<file path="config.mk">
export PLATFORM = sky130hd
export DESIGN_NAME = esrk4_ctrl
export DESIGN_NICKNAME = d
export VERILOG_FILES = /design/src/design/esrk4_pkg.sv /design/src/design/esrk4_ctrl.sv
export SDC_FILE = /design/constraint.sdc
export NUM_CORES = 1
export LEC_CHECK = 0
export ABC_AREA = 0
export BUFFER_PORTS_ARGS = -buffer_cell sky130_fd_sc_hd__clkbuf_2
export CORE_AREA = 2 2 39 41
export DETAILED_ROUTE_END_ITERATION = 6
export DIE_AREA = 0 0 41 43
export PLACE_DENSITY = 0.75
export SETUP_SLACK_MARGIN = 0.4
export SLEW_MARGIN = 20
export SYNTH_ARGS = -nofsm -noshare
export SYNTH_HDL_FRONTEND = slang
export SYNTH_SLANG_ARGS = --single-unit
</file>
<file path="constraint.sdc">
create_clock -name clk -period 2.42 [get_ports clk]
set_input_delay 0.484 -clock clk [delete_from_list [all_inputs] [get_ports clk]]
set_output_delay 0.484 -clock clk [all_outputs]
set_load 0.02 [all_outputs]
</file>
<file path="src/design/esrk4_pkg.sv">
package esrk4_pkg;

  localparam int TableEntries = 10;

  // Q0.32 scale for rpm/1000 and Q0.32 rad/s per rpm.
  localparam logic [31:0] PosK      = 32'd41013917;
  localparam logic [31:0] RadPerRpm = 32'd449767923;
  localparam logic [31:0] SpeedReset = 32'd222822;

  localparam logic [14:0] RevLimitReset  = 15'd9000;
  localparam logic [23:0] FricCoefReset  = 24'd65536;
  localparam logic [30:0] FricMaxReset   = 31'd6553600;
  localparam logic [30:0] InvInertiaReset = 31'd65536;
  localparam logic [23:0] TimeStepReset  = 24'd167772;

  localparam logic [2:0] CfgRevLimit   = 3'd0;
  localparam logic [2:0] CfgFricCoef   = 3'd1;
  localparam logic [2:0] CfgFricMax    = 3'd2;
  localparam logic [2:0] CfgInvInertia = 3'd3;
  localparam logic [2:0] CfgTimeStep   = 3'd4;

  // Datapath micro-operations, issued one per cycle by the controller.
  localparam logic [3:0] OpLoad    = 4'd0;  // latch item, v = v1
  localparam logic [3:0] OpPos     = 4'd1;  // x = v*K >> 32
  localparam logic [3:0] OpLerp    = 4'd2;  // curve value
  localparam logic [3:0] OpDrive   = 4'd3;  // drive = t*thr
  localparam logic [3:0] OpFric    = 4'd4;  // friction, net
  localparam logic [3:0] OpForce   = 4'd5;  // f = net*inv
  localparam logic [3:0] OpAccel   = 4'd6;  // a = f*dt, next v
  localparam logic [3:0] OpSum     = 4'd7;  // v = v1 + sum/3
  localparam logic [3:0] OpLimPos  = 4'd8;  // position of final v
  localparam logic [3:0] OpLimit   = 4'd9;  // rev limit check
  localparam logic [3:0] OpIdlePos = 4'd10;
  localparam logic [3:0] OpIdle    = 4'd11; // idle floor, commit
  localparam logic [3:0] OpTable   = 4'd12; // table write
  localparam logic [3:0] OpDiv     = 4'd13; // first half of |sum|/3

  typedef struct packed {
    logic       en;
    logic [3:0] op;
    logic [1:0] stage;
  } dp_cmd_t;

  function automatic logic signed [31:0] sat32(input logic signed [65:0] v);
    if (v > 66'sd2147483647) return 32'sh7fffffff;
    if (v < -66'sd2147483648) return 32'sh80000000;
    return v[31:0];
  endfunction

endpackage

</file>
<file path="src/design/esrk4_ctrl.sv">
module esrk4_ctrl (
  input  logic               clk,
  input  logic               rst_n,
  input  logic               start,
  input  logic               start_kind,
  input  logic               out_busy,
  output logic               busy,
  output logic               done,
  output esrk4_pkg::dp_cmd_t cmd
);

  localparam logic [1:0] S_IDLE = 2'd0;
  localparam logic [1:0] S_RUN  = 2'd1;
  localparam logic [1:0] S_DONE = 2'd2;

  logic [1:0] state_r, state_nxt;
  logic [3:0] op_r, op_nxt;
  logic [1:0] stage_r, stage_nxt;

  assign busy = (state_r != S_IDLE);
  assign done = (state_r == S_DONE) && !out_busy;

  always_comb begin
    state_nxt = state_r;
    op_nxt    = op_r;
    stage_nxt = stage_r;
    cmd.en    = 1'b0;
    cmd.op    = op_r;
    cmd.stage = stage_r;
    case (state_r)
      S_IDLE: begin
        if (start) begin
          cmd.en = 1'b1;
          cmd.op = start_kind ? esrk4_pkg::OpTable : esrk4_pkg::OpLoad;
          cmd.stage = 2'd0;
          stage_nxt = 2'd0;
          op_nxt = esrk4_pkg::OpPos;
          state_nxt = start_kind ? S_DONE : S_RUN;
        end
      end
      S_RUN: begin
        cmd.en = 1'b1;
        case (op_r)
          esrk4_pkg::OpAccel: begin
            if (stage_r == 2'd3) op_nxt = esrk4_pkg::OpDiv;
            else begin
              op_nxt = esrk4_pkg::OpPos;
              stage_nxt = stage_r + 2'd1;
            end
          end
          esrk4_pkg::OpDiv: op_nxt = esrk4_pkg::OpSum;
          esrk4_pkg::OpIdle: state_nxt = S_DONE;
          default: op_nxt = op_r + 4'd1;
        endcase
      end
      S_DONE: begin
        if (!out_busy) state_nxt = S_IDLE;
      end
      default: state_nxt = S_IDLE;
    endcase
  end

  always_ff @(posedge clk) begin
    if (!rst_n) begin
      state_r <= S_IDLE;
      op_r    <= esrk4_pkg::OpLoad;
      stage_r <= 2'd0;
    end else begin
      state_r <= state_nxt;
      op_r    <= op_nxt;
      stage_r <= stage_nxt;
    end
  end

endmodule

</file>
# Yosys cells after proc, flatten, opt, wreduce, memory -nomap -nowiden
# Cells that the tools add are included.
[totals]
latchBits = 0
memories = 0
output_inout_bits = 9
romBits = 0
regBits = 8
ram_bits = 0
[classes]
muxes = 17
n_reduce_logical = 8
shift = 0
n_eq_ne = 12
addsub = 2
n_mul = 0
order_cmp = 0
n_div = 0
n_bitwise = 0
[ops]
columns = ["op", "count"]
rows = [
  ["2-bit two-way mux", 7],
  ["4-bit two-way mux", 3],
  ["4-bit case mux with 3 select lines", 1],
  ["4-bit equality test, second input constant", 2],
  ["2-bit != test, second input constant", 4],
  ["4-bit case mux with 2 select lines", 1],
  ["7-bit two-way mux", 1],
  ["6-bit two-way mux", 1],
  ["2-bit case mux with 3 select lines", 1],
  ["3-bit AND reduction", 2],
  ["4-bit by 1-bit adder with 4-bit output, second input constant", 1],
  ["2-bit equality test, second input constant", 2],
  ["4-bit by 3-bit equality test with 1-bit output, second input constant", 1],
  ["2-bit by 1-bit != test with 1-bit output, second input constant", 2],
  ["2-bit case mux with 2 select lines", 1],
  ["4-bit AND reduction", 1],
  ["2-bit nonzero test", 2],
  ["2-bit by 1-bit adder with 2-bit output, second input constant", 1],
  ["2-bit by 1-bit equality test with 1-bit output, second input constant", 1],
  ["2-bit logical NOT", 1],
  ["1-bit case mux with 2 select lines", 1],
  ["1-bit logical AND", 1],
  ["1-bit logical NOT", 1],
]

# Depth between registers and ports, before layout
[logic_depth]
word_depth = 4
ltp_mapped = 6
ltp_nobuf = 6

# Least setup slack after synthesis
# OpenSTA, ideal clock, no wires.
[synth_path]
path_type = "flip-flop to output port"
start = "reg state_r[0]"
end = "out cmd[4] in the netlist's numbering"
stages_incl_launch_ff = 4
required_time_ns = 1.936
setup_slack_ns = 0.821
t_arrival_ns = 1.115
path_buffers = 1
cell_sequence = "dfxtp_1 buf_6 nor2_2 o21ai_0"
[synth_rtl]
columns = ["item", "line", "source"]
rows = [
  ["from (decl)", "esrk4_ctrl.sv:16", "logic [1:0] state_r, state_nxt;"],
  ["from (signal assigned)", "esrk4_ctrl.sv:69", "state_r <= state_nxt;"],
  ["to (decl)", "esrk4_ctrl.sv:9", "output esrk4_pkg::dp_cmd_t cmd"],
]

==> flow_summary.ini <==
[logic_synthesis]
yosys.area_share.simple_pct = 31.0
syn_area_um2 = 689
syn_area_per_cell_um2 = 8.73
synth_area_leader_cell = dfxtp_1
syn-num-nets = 88
synthTopCellsByArea = dfxtp_1, ha_1, a31oi_4
synth-xor-area-share_pct = 0
synth_warnings = 0
ys_seq_area_share_pct = 23.2
synth_top_area_share_pct = 23.2
synth_compound_area_share_pct = 27.9
synth_mux_area_share_pct = 1.45
synth_cell_types = 35
synth_adder_area_share_pct = 7.26
synth_top_family_by_area = simple AND/OR/NAND/NOR gates
synth_cells = 79
ys_ff_latch = 8

[cells_and_area]
drive_above_1_share_pct = 33.7
n_fill_cell = 134
final_util_pct = 55.6
final_cell_area_um2 = 769
nets = 103
fin_cells = 108
final_common_cell = clkbuf_2
diodes = 0
final_cell_mix = clkbuf_2, nand2_1, dfxtp_1, inv_1
syn2layout_area_growth_pct = 11.6

[sta]
fmax_mhz = 539
hold_viol = 0
setup_viol = 0
min_period_over_period_pct = 76.7
final_max_slew_viol_count = 0
maxSlewHeadroom_pct = 68.1
fin_crit_ns = 1.86
grt_setup_unrepaired = false
fin_worst_skew_ns = 0.00200
tightest_slew_ns = 0.478
final.setup.tns_ns = 0

[pwr]
power.total_mw = 0.338
power_density_mw_per_mm2 = 440
ir_worst_vdd_mv = 0.354
p_leak_nw = 0.304

[clocking]
postCtsSetupBuffers = 0
clk_latency_ns = 0.25
cts_tree = built
clockBufferDepth = 2
clk_pin_slew_worst_paths_ns = 0.05
cts_max_level = 1
cts.sinks = 8
cts-root-buf = clkbuf_4
numCtsBuffers = 3

[global_routing]
grt_remaining_overflow = 0
grt_pass1_wl_um = 2230
grt_pass1_vias = 548
track_usage_pct = 18.8
antenna_found_initial = 0
grt_max_degree = 12

[critical_path]
cp.arrival_ns = 1.37
worstSetupStartpointType = flop
cp.required_ns = 1.94
worst-path-buf-inv = 1
critPathSlowestCell = dfxtp_1
critPathMaxStageDelay_ns = 0.38
cpLargestDelayFamily = simple AND/OR/NAND/NOR gates
worst_setup_path_end_kind = output pin
worstPathCellList = nand2b_2, nor2_4, nand2_1, o21ai_0, clkbuf_2
worst-path-max-fanout = 9
crit_type = flop to output pin

[floorplan]
coreArea_mm2 = 0.00138
io_pins = 14
die_area_mm2 = 0.00176
die_y_um = 43
start_util_pct = 49.8
num_rows = 14
fp.dieW_um = 41

[drt]
drcViolationCount = 0
via_per_inst = 5.67
dr.pass1.iters = 4
routed_wl_um = 1330
vias = 612
routedWlPerCell_um = 12.3
drtIter0Drc = 13
postRouteAntennaNets = 0

[placement]
hpwl_um = 1070
port_buffers = 13
gp_congestion = 0.857
dp_cells = 105
dpl_cell_area_um2 = 742

[min_path]
hold_class = flop to flop

[run]
cap_violations = 0

[status]
outcome = finished, final reports clean
==> state kept, by name, indices dropped and copies added (netlist names) <==
signal and flops:
op_r 4, stage_r 2, state_r 2
==> Yosys cell counts <==
| library cell | number |
|---|---|
| a211oi_1 | 1 |
| a211oi_2 | 1 |
| a21o_1 | 1 |
| a21oi_1 | 5 |
| a21oi_2 | 1 |
| a221oi_2 | 1 |
| a31oi_4 | 2 |
| and2_1 | 1 |
| and3_1 | 1 |
| and3b_2 | 1 |
| buf_4 | 2 |
| buf_6 | 1 |
| clkbuf_8 | 1 |
| dfxtp_1 | 8 |
| ha_1 | 4 |
| inv_1 | 6 |
| mux2i_1 | 1 |
| nand2_1 | 9 |
| nand2b_2 | 1 |
| nand2b_4 | 2 |
| nand3_1 | 3 |
| nand4_1 | 1 |
| nor2_1 | 4 |
| nor2_2 | 1 |
| nor2b_1 | 2 |
| nor2b_4 | 1 |
| nor3b_1 | 3 |
| nor4b_4 | 1 |
| o21ai_0 | 3 |
| o21ai_1 | 5 |
| o21bai_2 | 1 |
| o221ai_1 | 1 |
| o22ai_1 | 1 |
| o31ai_1 | 1 |
| or2_2 | 1 |
==> worst paths after layout <==
check / start / endpoint / slack, ns / cells after the start
max: state_r[1] / cmd[4] / 0.56 / 5
min: stage_r[0] / stage_r[0] / 0.48 / 1
max reg2reg: op_r[0] / op_r[0] / 0.99 / 5
min reg2reg: stage_r[0] / stage_r[0] / 0.48 / 1
==> worst reg2reg max path, cell delays in order (launching register included) <==
cell and delay, ns:
dfxtp_1 0.42, inv_1 0.11, ha_1 0.30, a31oi_4 0.25, and3_1 0.18, a21oi_1 0.06
==> kinds of logic (layout without fill, tap and decap cells) <==
group           Yosys count  in the layout
compound gates           24             24
fa+ha+maj                 4              4
buf+inv                  10             23
simple gates             32             32
flops                     8              8
mux                       1              1
==> repair_timing <==
item | in CTS | in global routing
setup endpoints to repair | 0 | 2
hold buffers | 0 | 0
resized for setup | 0 | 1
==> layer usage <==
| layer | share of wire (%) | GRT usage, % | wire (um) | vias to the layer above |
|---|---|---|---|---|
| met5 | 0 | 0 | 0 | - |
| met4 | 2.9 | 10.7 | 39 | 0 |
| met3 | 6.6 | 5.76 | 88 | 4 |
| met2 | 44 | 26.3 | 584 | 21 |
| met1 | 47 | 24.5 | 620 | 277 |
| li1 | - | - | - | 310 |
==> power breakdown <==
group / internal (mW) / switching, mW
clock network: 0.0567 / 0.0450
logic: 0.0360 / 0.0515
registers: 0.137 / 0.0121
==> metrics by stage <==
| stage | hold slack (ns) | worst slack (ns) |
|---|---|---|
| global placement | 0.459 | 0.731 |
| finish | 0.478 | 0.563 |
| global route | 0.505 | 0.439 |
| detailed placement | 0.472 | 0.663 |
| CTS | 0.483 | 0.489 |
| floorplan | 0.440 | 0.821 |
==> final cells by class <==
class / instances / area (um2) / area share, %
flip-flops and latches: 8 / 160 / 20.8
inverters: 6 / 22.5 / 2.93
clock buffers: 3 / 22.5 / 2.93
repair buffers: 14 / 72.6 / 9.43
multi-input cells: 61 / 472 / 61.3
well taps: 16 / 20.0 / 2.60
Note: power is estimated with default switching activity, not from simulation.
